`src/rtl/rgbbl_pkg.sv`:
```
`timescale 1ns / 1ps
// Shared types, codes and helper functions of the RGB565 blend blitter.
// No dependencies; every other file refers to it by scoped names.
package rgbbl_pkg;

   // Pixel operation codes carried in req_tuser
   typedef enum logic [2:0] {
      OP_COV8  = 3'd0,
      OP_COV4  = 3'd1,
      OP_COPY  = 3'd2,
      OP_KEY   = 3'd3,
      OP_BLEND = 3'd4
   } op_type;

   // Control register indexes
   typedef enum logic [1:0] {
      CSR_TINT_RED   = 2'd0,
      CSR_TINT_GREEN = 2'd1,
      CSR_TINT_BLUE  = 2'd2,
      CSR_ROWS       = 2'd3
   } csr_idx_type;

   localparam int CSR_WIDTH  = 12;
   localparam logic [11:0] ROWS_RESET = 12'd240;
   localparam logic [7:0]  ALPHA_MAX  = 8'd255;

   typedef struct packed {
      logic [7:0]  tint_red;
      logic [7:0]  tint_green;
      logic [7:0]  tint_blue;
      logic [11:0] screen_rows;
   } cfg_type;

   // Decode stage word
   typedef struct packed {
      logic        blend;
      logic        we;
      logic [15:0] pix;
      logic [15:0] col;
      logic [7:0]  alpha;
      logic [15:0] dst;
   } dec_type;

   // Multiply stage word
   typedef struct packed {
      logic        blend;
      logic        we;
      logic [15:0] pix;
      logic [12:0] r_src;
      logic [13:0] g_src;
      logic [12:0] b_src;
      logic [12:0] r_dst;
      logic [13:0] g_dst;
      logic [12:0] b_dst;
   } mul_type;

   // Pack 8-bit components into RGB565
   function automatic logic [15:0] pack565(input logic [7:0] r, input logic [7:0] g,
                                           input logic [7:0] b);
      return {r[7:3], g[7:2], b[7:3]};
   endfunction

   // floor(p / 255) for p below 16320, by reciprocal with correction
   function automatic logic [5:0] div255(input logic [13:0] p);
      logic [14:0] t;
      t = {1'b0, p} + 15'd1 + {9'd0, p[13:8]};
      return t[13:8];
   endfunction

endpackage

```
`src/rtl/rgbbl_decode.sv`:
```
`timescale 1ns / 1ps
// First pipeline stage: row clip, mode decode, alpha and colour selection.
// Uses rgbbl_pkg types and functions.
module rgbbl_decode (
   input  logic                 clock,
   input  logic                 reset,
   input  logic                 up_valid,
   output logic                 up_ready,
   input  logic [2:0]           opcode,
   input  logic                 nibble_select,
   input  logic [31:0]          source_word,
   input  logic [15:0]          dest_pixel,
   input  logic [15:0]          dest_row,
   input  rgbbl_pkg::cfg_type   cfg,
   output logic                 dn_valid,
   input  logic                 dn_ready,
   output rgbbl_pkg::dec_type   dn_word
);

   logic                v_ff;
   rgbbl_pkg::dec_type  word_ff;
   rgbbl_pkg::dec_type  word_in;
   logic                row_ok;
   logic [7:0]          b0, b1, b2, b3;
   logic [7:0]          cov_alpha;
   logic [15:0]         src_col;
   logic [15:0]         tint_col;

   assign b0 = source_word[7:0];
   assign b1 = source_word[15:8];
   assign b2 = source_word[23:16];
   assign b3 = source_word[31:24];

   // Clip negative rows and rows at or beyond the screen height
   assign row_ok = !dest_row[15] && (dest_row[14:0] < {3'd0, cfg.screen_rows});

   assign src_col  = rgbbl_pkg::pack565(b0, b1, b2);
   assign tint_col = rgbbl_pkg::pack565(cfg.tint_red, cfg.tint_green, cfg.tint_blue);

   // Coverage alpha: full byte, or one nibble moved to the high half
   always_comb begin
      if (rgbbl_pkg::op_type'(opcode) == rgbbl_pkg::OP_COV8) begin
         cov_alpha = b0;
      end else if (nibble_select) begin
         cov_alpha = {b0[3:0], 4'h0};
      end else begin
         cov_alpha = {b0[7:4], 4'h0};
      end
   end

   // Decide write, blend and direct pixel
   always_comb begin
      word_in.blend = 1'b0;
      word_in.we    = 1'b0;
      word_in.pix   = dest_pixel;
      word_in.col   = tint_col;
      word_in.alpha = cov_alpha;
      word_in.dst   = dest_pixel;
      if (row_ok) begin
         case (rgbbl_pkg::op_type'(opcode))
            rgbbl_pkg::OP_COV8, rgbbl_pkg::OP_COV4: begin
               if (cov_alpha != 8'd0) begin
                  word_in.blend = 1'b1;
                  word_in.we    = 1'b1;
               end
            end
            rgbbl_pkg::OP_COPY: begin
               word_in.pix = source_word[15:0];
               word_in.we  = 1'b1;
            end
            rgbbl_pkg::OP_KEY: begin
               if (src_col != 16'd0) begin
                  word_in.pix = src_col;
                  word_in.we  = 1'b1;
               end
            end
            rgbbl_pkg::OP_BLEND: begin
               word_in.col   = src_col;
               word_in.alpha = b3;
               word_in.blend = 1'b1;
               word_in.we    = 1'b1;
            end
            default: begin
               word_in.we = 1'b0;
            end
         endcase
      end
   end

   assign up_ready = !v_ff || dn_ready;

   // Advance the stage whenever its slot is free or drains
   always_ff @(posedge clock) begin
      if (reset) begin
         v_ff <= 1'b0;
      end else if (up_ready) begin
         v_ff <= up_valid;
      end
   end

   always_ff @(posedge clock) begin
      if (up_ready && up_valid) begin
         word_ff <= word_in;
      end
   end

   assign dn_valid = v_ff;
   assign dn_word  = word_ff;

endmodule

```
`src/rtl/rgbbl_mul.sv`:
```
`timescale 1ns / 1ps
// Second pipeline stage: per-field products with alpha and 255 - alpha.
// Uses rgbbl_pkg types.
module rgbbl_mul (
   input  logic                 clock,
   input  logic                 reset,
   input  logic                 up_valid,
   output logic                 up_ready,
   input  rgbbl_pkg::dec_type   up_word,
   output logic                 dn_valid,
   input  logic                 dn_ready,
   output rgbbl_pkg::mul_type   dn_word
);

   logic                v_ff;
   rgbbl_pkg::mul_type  word_ff;
   rgbbl_pkg::mul_type  word_in;
   logic [7:0]          inv_alpha;

   assign inv_alpha = rgbbl_pkg::ALPHA_MAX - up_word.alpha;

   // Six narrow multiplies, one per field and term
   always_comb begin
      word_in.blend = up_word.blend;
      word_in.we    = up_word.we;
      word_in.pix   = up_word.pix;
      word_in.r_src = 13'(up_word.col[15:11]) * 13'(up_word.alpha);
      word_in.g_src = 14'(up_word.col[10:5])  * 14'(up_word.alpha);
      word_in.b_src = 13'(up_word.col[4:0])   * 13'(up_word.alpha);
      word_in.r_dst = 13'(up_word.dst[15:11]) * 13'(inv_alpha);
      word_in.g_dst = 14'(up_word.dst[10:5])  * 14'(inv_alpha);
      word_in.b_dst = 13'(up_word.dst[4:0])   * 13'(inv_alpha);
   end

   assign up_ready = !v_ff || dn_ready;

   always_ff @(posedge clock) begin
      if (reset) begin
         v_ff <= 1'b0;
      end else if (up_ready) begin
         v_ff <= up_valid;
      end
   end

   always_ff @(posedge clock) begin
      if (up_ready && up_valid) begin
         word_ff <= word_in;
      end
   end

   assign dn_valid = v_ff;
   assign dn_word  = word_ff;

endmodule

```
`src/rtl/rgbbl_sum.sv`:
```
`timescale 1ns / 1ps
// Third pipeline stage and output register: divide by 255, add the two
// terms per field and pick blended or direct pixel. Uses rgbbl_pkg.
module rgbbl_sum (
   input  logic                 clock,
   input  logic                 reset,
   input  logic                 up_valid,
   output logic                 up_ready,
   input  rgbbl_pkg::mul_type   up_word,
   output logic                 dn_valid,
   input  logic                 dn_ready,
   output logic [15:0]          new_pixel,
   output logic                 write_enable
);

   logic        v_ff;
   logic [15:0] pix_ff;
   logic        we_ff;
   logic [15:0] pix_in;
   logic [5:0]  r_sum, g_sum, b_sum;

   // Each field sum stays within its own width
   assign r_sum = rgbbl_pkg::div255({1'b0, up_word.r_src}) +
                  rgbbl_pkg::div255({1'b0, up_word.r_dst});
   assign g_sum = rgbbl_pkg::div255(up_word.g_src) + rgbbl_pkg::div255(up_word.g_dst);
   assign b_sum = rgbbl_pkg::div255({1'b0, up_word.b_src}) +
                  rgbbl_pkg::div255({1'b0, up_word.b_dst});

   assign pix_in = up_word.blend ? {r_sum[4:0], g_sum, b_sum[4:0]} : up_word.pix;

   assign up_ready = !v_ff || dn_ready;

   // Hold the result until the consumer takes it
   always_ff @(posedge clock) begin
      if (reset) begin
         v_ff <= 1'b0;
      end else if (up_ready) begin
         v_ff <= up_valid;
      end
   end

   always_ff @(posedge clock) begin
      if (up_ready && up_valid) begin
         pix_ff <= pix_in;
         we_ff  <= up_word.we;
      end
   end

   assign dn_valid     = v_ff;
   assign new_pixel    = pix_ff;
   assign write_enable = we_ff;

endmodule

```
`src/rtl/rgb565_blend_blitter.sv`:
```
`timescale 1ns / 1ps
// Top level of the RGB565 blend blitter: control registers and the
// three-stage pipeline. Depends on rgbbl_pkg, rgbbl_decode, rgbbl_mul, rgbbl_sum.
//
//   channel  direction  word contents
//   req_     in         tdata: source_word, dest_pixel, dest_row; tuser: opcode, nibble_select
//   rsp_     out        tdata: new_pixel; tuser: write_enable
//   csr_     in         write enable, register index, write data
//
// One pixel per cycle sustained while rsp_tready stays high; an accepted pixel is
// registered in turn by the decode, multiply and divide/add stages before rsp_tvalid
// rises with its result.
// Each stage holds its own valid bit and advances when it is empty or its
// successor takes its word, so bubbles close up during output stalls.
// Synchronous reset empties the pipeline, zeroes the tint and sets
// screen_rows to 240.
module rgb565_blend_blitter (
   input  logic        clock,
   input  logic        reset,
   input  logic        req_tvalid,
   output logic        req_tready,
   input  logic [63:0] req_tdata,   // source_word[31:0], dest_pixel[47:32], dest_row[63:48]
   input  logic [3:0]  req_tuser,   // opcode[2:0], nibble_select[3]
   output logic        rsp_tvalid,
   input  logic        rsp_tready,
   output logic [15:0] rsp_tdata,   // new_pixel[15:0]
   output logic        rsp_tuser,   // write_enable
   input  logic        csr_we,
   input  logic [1:0]  csr_index,
   input  logic [rgbbl_pkg::CSR_WIDTH-1:0] csr_wdata
);

   rgbbl_pkg::cfg_type cfg_ff;
   rgbbl_pkg::dec_type dec_word;
   rgbbl_pkg::mul_type mul_word;
   logic               dec_valid, dec_ready;
   logic               mul_valid, mul_ready;

   // Control register writes
   always_ff @(posedge clock) begin
      if (reset) begin
         cfg_ff.tint_red    <= 8'd0;
         cfg_ff.tint_green  <= 8'd0;
         cfg_ff.tint_blue   <= 8'd0;
         cfg_ff.screen_rows <= rgbbl_pkg::ROWS_RESET;
      end else if (csr_we) begin
         case (rgbbl_pkg::csr_idx_type'(csr_index))
            rgbbl_pkg::CSR_TINT_RED:   cfg_ff.tint_red    <= csr_wdata[7:0];
            rgbbl_pkg::CSR_TINT_GREEN: cfg_ff.tint_green  <= csr_wdata[7:0];
            rgbbl_pkg::CSR_TINT_BLUE:  cfg_ff.tint_blue   <= csr_wdata[7:0];
            rgbbl_pkg::CSR_ROWS:       cfg_ff.screen_rows <= csr_wdata[11:0];
            default:                   cfg_ff <= cfg_ff;
         endcase
      end
   end

   rgbbl_decode u_decode (
      .clock         (clock),
      .reset         (reset),
      .up_valid      (req_tvalid),
      .up_ready      (req_tready),
      .opcode        (req_tuser[2:0]),
      .nibble_select (req_tuser[3]),
      .source_word   (req_tdata[31:0]),
      .dest_pixel    (req_tdata[47:32]),
      .dest_row      (req_tdata[63:48]),
      .cfg           (cfg_ff),
      .dn_valid      (dec_valid),
      .dn_ready      (dec_ready),
      .dn_word       (dec_word)
   );

   rgbbl_mul u_mul (
      .clock    (clock),
      .reset    (reset),
      .up_valid (dec_valid),
      .up_ready (dec_ready),
      .up_word  (dec_word),
      .dn_valid (mul_valid),
      .dn_ready (mul_ready),
      .dn_word  (mul_word)
   );

   rgbbl_sum u_sum (
      .clock        (clock),
      .reset        (reset),
      .up_valid     (mul_valid),
      .up_ready     (mul_ready),
      .up_word      (mul_word),
      .dn_valid     (rsp_tvalid),
      .dn_ready     (rsp_tready),
      .new_pixel    (rsp_tdata),
      .write_enable (rsp_tuser)
   );

endmodule

```
`config.mk`:
```
export PLATFORM = sky130hd
export DESIGN_NAME = rgb565_blend_blitter
export DESIGN_NICKNAME = d
export VERILOG_FILES = /design/src/rtl/rgbbl_pkg.sv /design/src/rtl/rgbbl_decode.sv /design/src/rtl/rgbbl_mul.sv /design/src/rtl/rgbbl_sum.sv /design/src/rtl/rgb565_blend_blitter.sv
export SDC_FILE = /design/constraint.sdc
export NUM_CORES = 1
export LEC_CHECK = 0
export BUFFER_PORTS_ARGS = -buffer_cell sky130_fd_sc_hd__buf_4
export CAP_MARGIN = 20
export CELL_PAD_IN_SITES_DETAIL_PLACEMENT = 0
export CELL_PAD_IN_SITES_GLOBAL_PLACEMENT = 1
export CORE_UTILIZATION = 52
export CTS_CLUSTER_DIAMETER = 100
export DETAILED_ROUTE_END_ITERATION = 16
export PLACE_DENSITY = 0.89
export SLEW_MARGIN = 20
export SYNTH_ARGS = -nofsm -noshare
export SYNTH_HDL_FRONTEND = slang
export SYNTH_SLANG_ARGS = --single-unit
```
`constraint.sdc`:
```
create_clock -name clock -period 25.7 [get_ports clock]
set_input_delay 2.57 -clock clock [delete_from_list [all_inputs] [get_ports clock]]
set_output_delay 2.57 -clock clock [all_outputs]
set_load 0.05 [all_outputs]
```
* Word level (Yosys, flattened, before mapping)
Cells that the tools add are included.
Word-level totals: output and inout bits 19, register bits after elaboration 212, input bits 87, word-level logic and storage cells 85
Cells by class: equal/unequal tests 7, magnitude comparators 1, $mul 6, reduce and logical (&&, ||, !) cells 21, muxes and demuxes 10, add/sub/neg operators 16
Operators by type and width (count):
- adder 13 x 1 -> 13 bit, second input constant | 4
- adder 13 x 5 -> 13 bit | 4
- multiplier 5 x 8 -> 13 bit | 4
- two-way mux 40 bit | 1
- case mux 16 bit (2 select lines) | 1
- adder 14 x 1 -> 14 bit, second input constant | 2
- adder 14 x 6 -> 14 bit | 2
- multiplier 6 x 8 -> 14 bit | 2
- two-way mux 24 bit | 1
- two-way mux 17 bit | 1
- two-way mux 16 bit | 1
- two-way mux 8 bit | 2
- nonzero test 16 bit | 1
- less-than comparator 15 x 12 -> 1 bit | 1
- adder 5 bit | 2
- AND reduction 2 bit | 4
- nonzero test 8 bit | 1
- subtractor 8 bit, first input constant | 1
- adder 6 bit | 1
- equality test 3 x 2 -> 1 bit, second input constant | 2
- equality test 2 bit, second input constant | 2
- logical AND 1 bit | 4
- zero test 1 bit | 4
- OR reduction 2 bit | 2
- other kinds (9) | 11

* Logic depth before layout (Yosys ltp)
depth after elaboration 5, depth in mapped cells 15, mapped depth without buffers 15

* Hierarchy
From an unflattened synthesis, not the netlist that was laid out.
Second synthesis, totals: cells, all modules 1667, area, all modules 17596.9 um^2
By module, submodules not included:
- rgbbl_mul | instances 1, seq. area each 2962.8 um^2, area an instance 10835.4 um^2, cells an instance 1055
- rgbbl_decode | instances 1, seq. area each 1761.7 um^2, area an instance 2964.1 um^2, cells an instance 225
- rgbbl_sum | instances 1, seq. area each 530.5 um^2, area an instance 2319.7 um^2, cells an instance 248
- rgb565_blend_blitter | instances 1, seq. area each 720.7 um^2, area an instance 1477.7 um^2, cells an instance 139

* Least setup slack after synthesis
OpenSTA, ideal clock, no wires.
path kind input -> register, start point input rsp_tready, end point register u_mul.word_ff, in the netlist u_mul.dn_word[0] (enable), setup time 704 ps, setup slack 15233 ps, data required time 24996 ps, stages 2, path buffers 0, data arrival time 9762 ps, path through nor2b_1 > a21boi_0
Between the ends: cells in the longest elaborated chain, start to end 3
Ends and longest elaborated chain:
- start: declaration | RTL line rgb565_blend_blitter.sv:25 | input logic rsp_tready,
- logical OR 1 bit | RTL line rgbbl_sum.sv:31 | assign up_ready = !v_ff || dn_ready;
- logical OR 1 bit | RTL line rgbbl_mul.sv:35 | assign up_ready = !v_ff || dn_ready;
- logical AND 1 bit | RTL line rgbbl_mul.sv:46 | if (up_ready && up_valid) begin
- end signal: assignment | RTL line rgbbl_mul.sv:47 | word_ff <= word_in;
- end: declaration | RTL line rgbbl_mul.sv:16 | rgbbl_pkg::mul_type word_ff;
No other way between the ends. A chain may end at the register's enable or synchronous reset.

* Worst setup path after layout
start point input rsp_tready, end point output req_tready
Between the ends: cells in the longest elaborated chain, start to end 3
Ends and longest elaborated chain:
- logical OR 1 bit | RTL line rgbbl_sum.sv:31
- logical OR 1 bit | RTL line rgbbl_mul.sv:35
- logical OR 1 bit | RTL line rgbbl_decode.sv:90 | assign up_ready = !v_ff || dn_ready;
- end: declaration | RTL line rgb565_blend_blitter.sv:21 | output logic req_tready,
No other way between the ends.

==> flow_metrics.env <==
export IMPL_syn_to_final_growth_pct=12.2
export IMPL_synth_edf_count=173
export IMPL_cts_resized=0
export IMPL_worst_pin_slew_ns=1.02
export IMPL_grt_max_degree=80
export IMPL_cpMostUsedCell="buf_4"
export IMPL_peakVddDrop_mv=0.0514
export IMPL_synthTopCellsByArea="edfxtp_1 31%, fa_1 15%, ha_1 13%"
export IMPL_synth_top_area_share_pct=31.3
export IMPL_synth_area_um2=16600
export IMPL_die_w_um=181
export IMPL_drc=0
export IMPL_cts_tree="built"
export IMPL_worst_hold_path_type="flop to flop"
export IMPL_place_congestion=0.828
export IMPL_cp_slowest_stage_delay_ns=0.59
export IMPL_start_util_pct=52.8
export IMPL_synth_seq_area_share_pct=35.0
export IMPL_register_area_um2=5820
export IMPL_synth_fp_nets=1941
export IMPL_coreArea_um2=31500
export IMPL_grt_pass1_wl_um=58500
export IMPL_cts_hold_buf=0
export IMPL_yosysMostFrequentCell="inv_1"
export IMPL_clkTransAtPathRegs_ns=0.06
export IMPL_critPathMaxFanout=6
export IMPL_post_cts_buffers=0
export IMPL_crit_arrival_ns=3.69
export IMPL_dieHeight_um=181
export IMPL_worstPathBufferInverterCount=2
export IMPL_fmax_mhz=160
export IMPL_routed_wl_um=36100
export IMPL_synth_cells=1551
export IMPL_startpoint="rsp_tready"
export IMPL_holdWs_ns=0.417
export IMPL_p_per_area_nw_per_um2=66.9
export IMPL_hold_viol=0
export IMPL_p_leak_uw=0.00843
export IMPL_hpwl_um=26700
export IMPL_setup_viol=0
export IMPL_hold_path_startpoint="u_decode.dn_word[40]$_DFFE_PP_"
export IMPL_grt_overflow=0
export IMPL_start_kind="primary input"
export IMPL_yosysWarnings=0
export IMPL_synthArstFlopShare_pct=0
export IMPL_dp_slack_ns=19.49
export IMPL_finalCritPeriodShare_pct=24.4
export IMPL_num_fill_cells=2634
export IMPL_critPathTopFamily="simple AND/OR/NAND/NOR gates"
export IMPL_rr_startpoint="u_decode.dn_word[17]$_DFFE_PP_"
export IMPL_cp_slowest_cell="nor2b_1"
export IMPL_insertion_delay_ns=0.54
export IMPL_cts_buffers=23
export IMPL_grt_pass1_vias=11700
export IMPL_drv_slew=0
export IMPL_cp_required_ns=23.13
export IMPL_fin_crit_ns=6.26
export IMPL_boundaryPins=106
export IMPL_drtIter0Drc=703
export IMPL_ys_flop_type="edfxtp_1"
export IMPL_die_area_um2=32700
export IMPL_port_buffer_count=102
export IMPL_clkSinkCount=204
export IMPL_drtPass1Iterations=8
export IMPL_worst_slack_ns=19.44
export IMPL_htreeDepth=1
export IMPL_ys_top_cells_by_count="200 x inv_1, 178 x ha_1, 173 x edfxtp_1, 125 x fa_1, 104 x nand2_1"
export IMPL_layout_drive_gt1_share_pct=12.0
export IMPL_path_cells="buf_4, nor2b_1, nand3_1, buf_4"
export IMPL_p_total_uw=1250
export IMPL_synth_seq_cells=204
export IMPL_placed_cell_area_um2=17900
export IMPL_critPathKind="primary input to output pin"
export IMPL_reg2reg_slack_ns=20.60
export IMPL_multi_input_area_um2=9940
export IMPL_fin_skew_ns=0.0246
export IMPL_rows=65
export IMPL_syn_mean_instance_area_um2=10.7
export IMPL_status="completed"
export IMPL_ant_nets=0
export IMPL_wl_per_cell_um=17.4
export IMPL_cts_root_buf="clkbuf_16"
export IMPL_ys_types=50
export IMPL_grt_use_total_pct=22.6
export IMPL_synth_top_area_cell="edfxtp_1"
export IMPL_rsz0062_at_grt="false"
export IMPL_crit_path_end_kind="output pin"
export IMPL_viasPerCell=5.51
export IMPL_diodes=0
export IMPL_antenna_found_initial=0
export IMPL_clock_path_buffers=3
export IMPL_via_count=11400
export IMPL_slew_headroom_pct=31.8
export IMPL_design_area_um2=18600
export IMPL_max_cap_violations=0
export IMPL_setup_tns_ns=0
export IMPL_final_nets=2042
## metrics by stage
| step | std cells | util (%) |
|---|---|---|
| 6_report | 2071 | 59.2 |
| 5_1_grt | 2071 | 59.2 |
| 4_1_cts | 2071 | 59.2 |
| 3_5_place_dp | 2029 | 56.8 |
| 3_3_place_gp | 2029 | 56.8 |
| 2_1_floorplan | 1551 | - |
## sequential cells by signal, indices dropped and copies added (netlist names)
name and cells:
cfg_ff 28, u_decode.dn_valid 1, u_decode.dn_word 58, u_mul.dn_valid 1, u_mul.dn_word 98, u_sum.dn_valid 1, u_sum.new_pixel 16, u_sum.write_enable 1
## area by class of cell
class | instances | share of cell area, %
well taps | 402 | 2.70
clock buffers | 26 | 3.26
flip-flops and latches | 204 | 31.2
multi-input cells | 1108 | 53.3
clock inverters | 16 | 0.866
inverters | 200 | 4.03
repair buffers | 115 | 4.63
## power breakdown
part | switching [uW] | total [uW] | internal (uW)
Combinational | 256 | 469 | 214
Sequential | 26.9 | 445 | 418
Clock | 138 | 332 | 193
## path summary, 6_finish.rpt
kind                                      end  depth (start not counted)
setup reg to reg  u_mul.dn_word[52]$_DFFE_PP_                         14
setup / recovery                   req_tready                          4
hold reg to reg   u_mul.dn_word[80]$_DFFE_PP_                          0
hold / removal    u_mul.dn_word[80]$_DFFE_PP_                          0
## metal layers
metal  vias to the layer above  global-route usage (%)  wire, um
li1                       5421                       -         -
met1                      5566                    30.1     15800
met2                       357                    38.1     17000
met3                        66                    3.33      2180
met4                         0                    7.04      1100
met5                         -                       0         0
## placed cells by master, fill, tap and decap left out, types with 7 or more instances in the layout
master,instances
nor2b_1,90
a22oi_1,13
nand2_1,104
clkbuf_16,24
buf_4,115
nand3_1,11
xnor2_1,76
and3_1,10
edfxtp_1,173
or4_1,7
nor3_1,18
nor2_1,71
mux2_2,29
dfxtp_1,31
inv_1,200
and2_1,91
ha_1,178
mux2i_1,21
xor2_1,19
o2bb2ai_1,18
nor4_1,7
fa_1,125
nand2b_1,47
a21o_1,20
a21oi_1,54
o21ai_0,31
## logic make-up after synthesis
kind of cell / share of synthesized area (%)
buffers and inverters: 5.42
xor gates and xnor gates: 5.01
muxes: 3.59
AOI/OAI and AO/OA: 7.38
adders and majority gates: 28.5
DFF: 35.0
and+or+nand+nor: 15.1
(Power assumes the default switching activity.)
